--- src/rtl/core/plist_pkg.sv ---
// Shared types and constants for the positional list engine.
// It depends on nothing. The cell and the top level import it.
`default_nettype none

package plist_pkg;

	// List geometry and field widths.
	localparam int CAPACITY    = 16;
	localparam int MAX_RESULTS = 16;
	localparam int DATA_W      = 32;
	localparam int POS_W       = 8;
	localparam int LEN_W       = 5;
	localparam int IDX_W       = $clog2(CAPACITY);
	localparam int CNT_W       = $clog2(CAPACITY + 1);
	localparam int EMIT_W      = $clog2(MAX_RESULTS + 1);

	// Request action codes. Code 7 is unused and is reported as out of range.
	typedef enum logic [2:0] {
		ACT_INS_FRONT = 3'd0,
		ACT_INS_BACK  = 3'd1,
		ACT_INS_POS   = 3'd2,
		ACT_DEL_FRONT = 3'd3,
		ACT_DEL_BACK  = 3'd4,
		ACT_DEL_POS   = 3'd5,
		ACT_READ_ALL  = 3'd6
	} act_t;

	// Result status codes.
	typedef enum logic [1:0] {
		ST_DONE  = 2'd0,
		ST_RANGE = 2'd1,
		ST_FULL  = 2'd2,
		ST_EMPTY = 2'd3
	} status_t;

	// Operation broadcast to every cell of the chain.
	typedef enum logic [1:0] {
		CHAIN_IDLE = 2'd0,
		CHAIN_INS  = 2'd1,
		CHAIN_DEL  = 2'd2,
		CHAIN_ROT  = 2'd3
	} chain_op_t;

	// Control word for the chain: for insert and delete, idx is the edit slot;
	// for a rotation it is the tail slot that takes the head entry.
	typedef struct packed {
		chain_op_t                op;
		logic [IDX_W-1:0]         idx;
		logic signed [DATA_W-1:0] data;
	} chain_ctrl_t;

	// Read-out sequencer states.
	typedef enum logic [1:0] {
		RD_IDLE = 2'd0,
		RD_EMIT = 2'd1,
		RD_WRAP = 2'd2
	} rd_state_t;

	// Request item.
	typedef struct packed {
		act_t                     action;
		logic signed [DATA_W-1:0] value;
		logic [POS_W-1:0]         position;
	} req_t;

	// Result item.
	typedef struct packed {
		status_t                  status;
		logic signed [DATA_W-1:0] entry_value;
		logic                     is_last;
		logic [LEN_W-1:0]         length;
	} rsp_t;

endpackage

`default_nettype wire

--- src/rtl/core/positional_list_engine.sv ---
// Top level of the positional list engine: request decode, read-out
// sequencer, result register and the row of list cells. Depends on
// plist_pkg and plist_cell.
//
//   channel  direction  handshake              payload
//   req      in         req_valid / req_ready  plist_pkg::req_t
//   rsp      out        rsp_valid / rsp_ready  plist_pkg::rsp_t
//
// An edit gives one item; edits follow back to back while the result register
// drains. A read-all first loads no result and then emits the entries in turn,
// as the cell chain rotates the head entry into the result register; when more
// than MAX_RESULTS entries are held, silent rotations of the rest follow to
// restore the order.
// Reset clears the entry count and the sequencer; cell contents are kept.
// A stalled result register stalls request intake and the emitting rotations, but not the silent ones.
`default_nettype none

module positional_list_engine (
	input  wire logic              clk,
	input  wire logic              arst_n,
	input  wire logic              req_valid,
	output logic                   req_ready,
	input  wire plist_pkg::req_t   req,
	output logic                   rsp_valid,
	input  wire logic              rsp_ready,
	output plist_pkg::rsp_t        rsp
);
	import plist_pkg::*;

	rd_state_t                rd_state_q, rd_state_d;
	logic [CNT_W-1:0]         count_q, count_d;
	logic [CNT_W-1:0]         rd_left_q, rd_left_d;
	logic [EMIT_W-1:0]        emit_left_q, emit_left_d;
	logic                     rsp_valid_q;
	rsp_t                     rsp_q, rsp_d;
	logic                     rsp_load;
	logic                     out_free;
	logic                     req_fire;
	logic                     rd_start;
	chain_ctrl_t              chain_ctrl;
	logic signed [DATA_W-1:0] entries [CAPACITY];
	logic                     is_full;
	logic                     is_empty;
	logic                     ins_pos_ok;
	logic                     del_pos_ok;
	logic [IDX_W-1:0]         pos_idx;
	logic [IDX_W-1:0]         tail_idx;
	logic [EMIT_W-1:0]        emit_total;

	// Handshake and list status terms.
	assign out_free   = !rsp_valid_q || rsp_ready;
	assign req_fire   = req_valid && req_ready;
	assign rd_start   = req_fire && (req.action == ACT_READ_ALL) && !is_empty;
	assign is_full    = (count_q == CNT_W'(CAPACITY));
	assign is_empty   = (count_q == '0);
	assign ins_pos_ok = (req.position != '0) &&
	                    (req.position <= POS_W'(count_q) + POS_W'(1));
	assign del_pos_ok = (req.position != '0) && (req.position <= POS_W'(count_q));
	assign pos_idx    = IDX_W'(req.position - POS_W'(1));
	assign tail_idx   = IDX_W'(count_q - CNT_W'(1));
	assign emit_total = (POS_W'(count_q) > POS_W'(MAX_RESULTS)) ?
	                    EMIT_W'(MAX_RESULTS) : EMIT_W'(count_q);

	// Next state of the read-out sequencer.
	always_comb begin
		rd_state_d = rd_state_q;
		unique case (rd_state_q)
			RD_IDLE: begin
				if (rd_start) begin
					rd_state_d = RD_EMIT;
				end
			end
			RD_EMIT: begin
				if (out_free && (emit_left_q == EMIT_W'(1))) begin
					rd_state_d = (rd_left_q == CNT_W'(1)) ? RD_IDLE : RD_WRAP;
				end
			end
			RD_WRAP: begin
				if (rd_left_q == CNT_W'(1)) begin
					rd_state_d = RD_IDLE;
				end
			end
			default: begin
				rd_state_d = RD_IDLE;
			end
		endcase
	end

	// Decode, chain control and result contents.
	always_comb begin
		req_ready       = 1'b0;
		rsp_load        = 1'b0;
		count_d         = count_q;
		rd_left_d       = rd_left_q;
		emit_left_d     = emit_left_q;
		chain_ctrl.op   = CHAIN_IDLE;
		chain_ctrl.idx  = '0;
		chain_ctrl.data = entries[0];
		rsp_d           = '0;
		rsp_d.status    = ST_DONE;
		rsp_d.is_last   = 1'b1;
		unique case (rd_state_q)
			RD_IDLE: begin
				req_ready = out_free;
				if (req_valid && out_free) begin
					rsp_load = 1'b1;
					case (req.action) inside
						ACT_INS_FRONT, ACT_INS_BACK, ACT_INS_POS: begin
							if (is_full) begin
								rsp_d.status = ST_FULL;
							end else if ((req.action == ACT_INS_POS) && !ins_pos_ok) begin
								rsp_d.status = ST_RANGE;
							end else begin
								chain_ctrl.op   = CHAIN_INS;
								chain_ctrl.data = req.value;
								if (req.action == ACT_INS_FRONT) begin
									chain_ctrl.idx = '0;
								end else if (req.action == ACT_INS_BACK) begin
									chain_ctrl.idx = IDX_W'(count_q);
								end else begin
									chain_ctrl.idx = pos_idx;
								end
								count_d = count_q + CNT_W'(1);
							end
						end
						ACT_DEL_FRONT, ACT_DEL_BACK, ACT_DEL_POS: begin
							if (is_empty) begin
								rsp_d.status = ST_EMPTY;
							end else if ((req.action == ACT_DEL_POS) && !del_pos_ok) begin
								rsp_d.status = ST_RANGE;
							end else begin
								chain_ctrl.op = CHAIN_DEL;
								if (req.action == ACT_DEL_FRONT) begin
									chain_ctrl.idx = '0;
								end else if (req.action == ACT_DEL_BACK) begin
									chain_ctrl.idx = tail_idx;
								end else begin
									chain_ctrl.idx = pos_idx;
								end
								count_d = count_q - CNT_W'(1);
							end
						end
						ACT_READ_ALL: begin
							if (is_empty) begin
								rsp_d.status = ST_EMPTY;
							end else begin
								rsp_load    = 1'b0;
								rd_left_d   = count_q;
								emit_left_d = emit_total;
							end
						end
						default: begin
							rsp_d.status = ST_RANGE;
						end
					endcase
					rsp_d.length = LEN_W'(count_d);
				end
			end
			RD_EMIT: begin
				if (out_free) begin
					rsp_load          = 1'b1;
					rsp_d.entry_value = entries[0];
					rsp_d.is_last     = (emit_left_q == EMIT_W'(1));
					rsp_d.length      = LEN_W'(count_q);
					chain_ctrl.op     = CHAIN_ROT;
					chain_ctrl.idx    = tail_idx;
					rd_left_d         = rd_left_q - CNT_W'(1);
					emit_left_d       = emit_left_q - EMIT_W'(1);
				end
			end
			RD_WRAP: begin
				chain_ctrl.op  = CHAIN_ROT;
				chain_ctrl.idx = tail_idx;
				rd_left_d      = rd_left_q - CNT_W'(1);
			end
			default: begin
				req_ready = 1'b0;
			end
		endcase
	end

	// Control registers.
	always_ff @(posedge clk or negedge arst_n) begin
		if (!arst_n) begin
			rd_state_q  <= RD_IDLE;
			count_q     <= '0;
			rd_left_q   <= '0;
			emit_left_q <= '0;
			rsp_valid_q <= 1'b0;
		end else begin
			rd_state_q  <= rd_state_d;
			count_q     <= count_d;
			rd_left_q   <= rd_left_d;
			emit_left_q <= emit_left_d;
			if (rsp_load) begin
				rsp_valid_q <= 1'b1;
			end else if (rsp_ready) begin
				rsp_valid_q <= 1'b0;
			end
		end
	end

	// Result payload register.
	always_ff @(posedge clk) begin
		if (rsp_load) begin
			rsp_q <= rsp_d;
		end
	end

	assign rsp_valid = rsp_valid_q;
	assign rsp       = rsp_q;

	// Row of list cells, slot 0 at the front of the list.
	for (genvar g = 0; g < CAPACITY; g++) begin : g_cell
		logic signed [DATA_W-1:0] prev_w;
		logic signed [DATA_W-1:0] next_w;

		if (g == 0) begin : g_head
			assign prev_w = '0;
		end else begin : g_body
			assign prev_w = entries[g-1];
		end

		if (g == CAPACITY - 1) begin : g_tail
			assign next_w = '0;
		end else begin : g_inner
			assign next_w = entries[g+1];
		end

		plist_cell u_cell (
			.clk        (clk),
			.slot       (IDX_W'(g)),
			.ctrl       (chain_ctrl),
			.prev_entry (prev_w),
			.next_entry (next_w),
			.entry      (entries[g])
		);
	end

	// The entry count never passes the capacity.
	a_count_bound: assert property (@(posedge clk) disable iff (!arst_n)
		count_q <= CNT_W'(CAPACITY))
		else $error("entry count above capacity");

	// No request is taken while a read-out is running.
	a_busy_no_req: assert property (@(posedge clk) disable iff (!arst_n)
		(rd_state_q != RD_IDLE) |-> !req_ready)
		else $error("request accepted during read-out");

	// A read-out never emits more items than rotations remain.
	a_emit_bound: assert property (@(posedge clk) disable iff (!arst_n)
		(rd_state_q == RD_EMIT) |-> ((emit_left_q != '0) &&
		(CNT_W'(emit_left_q) <= rd_left_q)))
		else $error("read-out counters out of step");

	// A read-out leaves the entry count untouched.
	a_read_keeps_count: assert property (@(posedge clk) disable iff (!arst_n)
		(rd_state_q != RD_IDLE) |=> (count_q == $past(count_q)))
		else $error("entry count changed during read-out");

	// Starting a read-out never loads a result in the same cycle.
	a_start_no_load: assert property (@(posedge clk) disable iff (!arst_n)
		rd_start |-> !rsp_load)
		else $error("result loaded when read-out started");

endmodule

`default_nettype wire

--- src/rtl/core/plist_cell.sv ---
// One slot of the list chain: holds a single entry and updates it from its
// neighbors or from the broadcast data. Depends on plist_pkg.
`default_nettype none

module plist_cell (
	input  wire logic                               clk,
	input  wire logic [plist_pkg::IDX_W-1:0]        slot,
	input  wire plist_pkg::chain_ctrl_t             ctrl,
	input  wire logic signed [plist_pkg::DATA_W-1:0] prev_entry,
	input  wire logic signed [plist_pkg::DATA_W-1:0] next_entry,
	output logic signed [plist_pkg::DATA_W-1:0]     entry
);
	import plist_pkg::*;

	logic signed [DATA_W-1:0] entry_q;
	logic signed [DATA_W-1:0] entry_d;

	// Insert opens a gap by taking the front neighbor, delete closes one by
	// taking the back neighbor, and a rotation moves the head to the tail.
	always_comb begin
		entry_d = entry_q;
		unique case (ctrl.op)
			CHAIN_INS: begin
				if (slot == ctrl.idx) begin
					entry_d = ctrl.data;
				end else if (slot > ctrl.idx) begin
					entry_d = prev_entry;
				end
			end
			CHAIN_DEL: begin
				if (slot >= ctrl.idx) begin
					entry_d = next_entry;
				end
			end
			CHAIN_ROT: begin
				if (slot == ctrl.idx) begin
					entry_d = ctrl.data;
				end else if (slot < ctrl.idx) begin
					entry_d = next_entry;
				end
			end
			default: begin
				entry_d = entry_q;
			end
		endcase
	end

	// The entry is payload and needs no reset.
	always_ff @(posedge clk) begin
		entry_q <= entry_d;
	end

	assign entry = entry_q;

endmodule

`default_nettype wire
--- config.mk ---
export PLATFORM = sky130hd
export DESIGN_NAME = positional_list_engine
export DESIGN_NICKNAME = d
export VERILOG_FILES = /design/src/rtl/core/plist_pkg.sv /design/src/rtl/core/positional_list_engine.sv /design/src/rtl/core/plist_cell.sv
export SDC_FILE = /design/constraint.sdc
export NUM_CORES = 2
export LEC_CHECK = 0
export ABC_AREA = 1
export BUFFER_PORTS_ARGS = -buffer_cell sky130_fd_sc_hd__buf_2
export CORE_MARGIN = 10
export CORE_UTILIZATION = 34
export DETAILED_ROUTE_END_ITERATION = 8
export PLACE_DENSITY = 0.46
export SYNTH_ARGS = -nofsm -noshare
export SYNTH_HDL_FRONTEND = slang
export SYNTH_SLANG_ARGS = --single-unit
--- constraint.sdc ---
create_clock -name clk -period 17.3 [get_ports clk]
set_input_delay 3.46 -clock clk [delete_from_list [all_inputs] [get_ports clk]]
set_output_delay 3.46 -clock clk [all_outputs]
set_load 0.05 [all_outputs]
==> flow_summary.toml <==
[timing]
max_freq_mhz = 130
relSlewSlack_pct = 21.1
setup_viol = 0
finalSetupTns_ns = 0
fin_crit_sh_pct = 44.4
setup_ws_ns = 9.62
tightest_slew_ns = 1.18
final_hold_viol_count = 0
rsz0062_at_grt = "false"
fin_crit_ns = 7.68
finClkSkew_ns = 0.0350
finalMaxSlewViolations = 0

[detailed_routing]
wl_met1_mm = 48.2
routed.top_layer = "met4"
vias = 27107
ant_nets = 0
drt_iter0_markers = 2305
finalWirelength_mm = 115
wl_met2_mm = 57.4
viasPerCell = 5.47
drt_pass1_iterations = 6
wire_per_inst_um = 23.2
remaining_drc_errors = 0
routed-wl-met3_mm = 5.66

[min_path]
worst_hold_path_type = "flop to flop"

[die]
core_area_mm2 = 0.0930
die_area_mm2 = 0.106
io-pin-count = 89
fp.dieH_um = 326
rows = 112
die_x_um = 326
initial_core_util_pct = 34.2

[critical_path]
critPathCaptureType = "flop"
crit_chain = "buf_2 -> nor2_2 -> nor2_1 -> nor2_1 -> nand2_1 -> nand2_8 -> nor2_4 -> inv_4 -> buf_4 -> nand3_4 -> nand2_4 -> inv_2 -> nand2_1 -> nand2_1"
crit_path_frequent_cell = "nand2_1"
cp.required_ns = 17.68
critPathCapture = "g_cell[6].u_cell.entry[0]"
crit_fanout = 65
r2r-start = "count_q[0]"
crit_start = "rsp_ready"
worst-setup-path-type = "input port to flop"
reg2reg_to = "g_cell[6].u_cell.entry[0]"
reg2reg_slack_ns = 11.40
cp_slowest_cell = "buf_4"
cp.arrival_ns = 8.05
r2r_cells = 26
startpoint_type = "input port"
max_stage_delay_ns = 0.81

[clocking]
clk_path_buf_depth = 3
cts_hold_buf = 0
clk_pin_slew_ns = 0.06
post_cts_resized = 0
cts_setup_buffers = 0
ctsRootBufferMaster = "clkbuf_16"
cts_inserted_buffers = 69
worstSkewPairLatency_ns = 0.64
cts_tree = "done"
cts.sinks = 570
cts-htree-levels = 3

[cells_and_area]
fill_cells = 9691
fin_cells = 4954
layout.nets = 3716
regArea_mm2 = 0.0170
antennaDiodeCount = 0
areaGrowthSynthToFinish_pct = 11.4
fin_util_pct = 38.1
drive_gt1_share_pct = 11.1
multi_input_area_mm2 = 0.0126

[placed_design]
dp_hpwl_mm = 76.6
gp_congestion = 0.841
portBuffers = 88
place_inst = 4828
pre_cts_ws_ns = 8.86

[logic_synthesis]
ys_ff_latch = 570
syn_inst = 3674
ys_top_cells_by_area = "edfxtp_1, nand3_1, nand2_1"
synth_top_area_cell = "edfxtp_1"
ys_seq_area_share_pct = 53.6
synth_cell_types = 45
syn_area_mm2 = 0.0318
netlist_top_cells_count = "nand2_1, nand3_1, edfxtp_1, o21ai_0, inv_1"
synth_fp_nets = 3745
synth.most_common_cell = "nand2_1"
yosysTopAreaCellShare_pct = 52.1
yosys_warnings = 0
synth-edff-count = 552
post_synth.cell_area_avg_um2 = 8.65
ys.flop_type = "edfxtp_1"
synthArstFlopShare_pct = 3.16

[global_route]
antenna_found_initial = 3
grt_start_max_net_pins = 151
grt_overflow = 0
grt_first_pass_wirelength_mm = 174
grt_use_total_pct = 21.0
grt_pass1_vias = 27777

[run_status]
status = "complete, no violations"

[job]
maxCapViolCount = 0
placed cells by master, fill, tap and decap left out, types with 18 or more instances in the layout:
cell type and count:
a21oi_1 59, buf_2 88, buf_4 64, clkbuf_1 20
clkbuf_16 72, dfrtp_1 18, edfxtp_1 552, ha_1 24
inv_1 271, inv_2 18, nand2_1 887, nand2_2 22
nand3_1 736, nor2_1 154, nor2_4 19, o211ai_1 29
o21ai_0 396, o21ai_1 69, o22ai_1 23, or2_2 29
layer usage:
metal / global-route usage, % / vias to the layer above
li1: - / 12568
met1: 26.5 / 13494
met2: 36.8 / 837
met3: 2.54 / 208
met4: 7.27 / 0
met5: 0 / -
worst min-delay path by stage:
stage,from,end,slack [ns],depth (start not counted)
after floorplan,rd_left_q[3],rd_left_q[3],0.47,1
after global placement,g_cell[15].u_cell.entry[31],g_cell[14].u_cell.entry[31],0.49,2
after detailed placement,rd_left_q[3],rd_left_q[3],0.49,1
after CTS,rd_left_q[3],rd_left_q[3],0.50,1
after global routing,rd_left_q[3],rd_left_q[3],0.54,1
final,rd_left_q[3],rd_left_q[3],0.50,1
area by class of cell:
class / count / share of cell area (%)
sequential: 570 / 48.1
tap: 1254 / 4.43
timing repair buffer: 154 / 2.71
inverter: 292 / 3.13
clock buffer: 92 / 5.30
clock inverter: 34 / 0.858
multi-input combinational: 2558 / 35.5
through the flow:
step | cell area, µm² | hold WS, ns
2_1_floorplan | 31800 | 0.467
3_3_place_gp | 33200 | 0.494
3_5_place_dp | 33200 | 0.488
4_1_cts | 35400 | 0.503
5_1_grt | 35400 | 0.542
6_report | 35400 | 0.498
kinds of logic after synthesis:
logic type               share of synthesized area (%)
multiplexers                                    0.0315
AO/OA/AOI/OAI                                     10.2
flip-flops                                        53.6
XOR/XNOR                                         0.303
adder cells (fa/ha/maj)                          0.945
buffers and inverters                             7.44
AND/OR/NAND/NOR                                   27.5
registers in the layout, summed over array words and instances, names as in the netlist:
register,count
count_q,5
emit_left_q,5
g_cell.u_cell.entry,512
rd_left_q,5
rd_state_q,2
rsp,40
rsp_valid,1
worst max-delay path, delay by kind of cell:
kind / cells / cell delay, ns
and+or+nand+nor: 10 / 2.84
buffers and inverters: 4 / 1.66
Power is not shown: default switching activity piles up to over one toggle a cycle in this logic, so the estimate is an artifact.
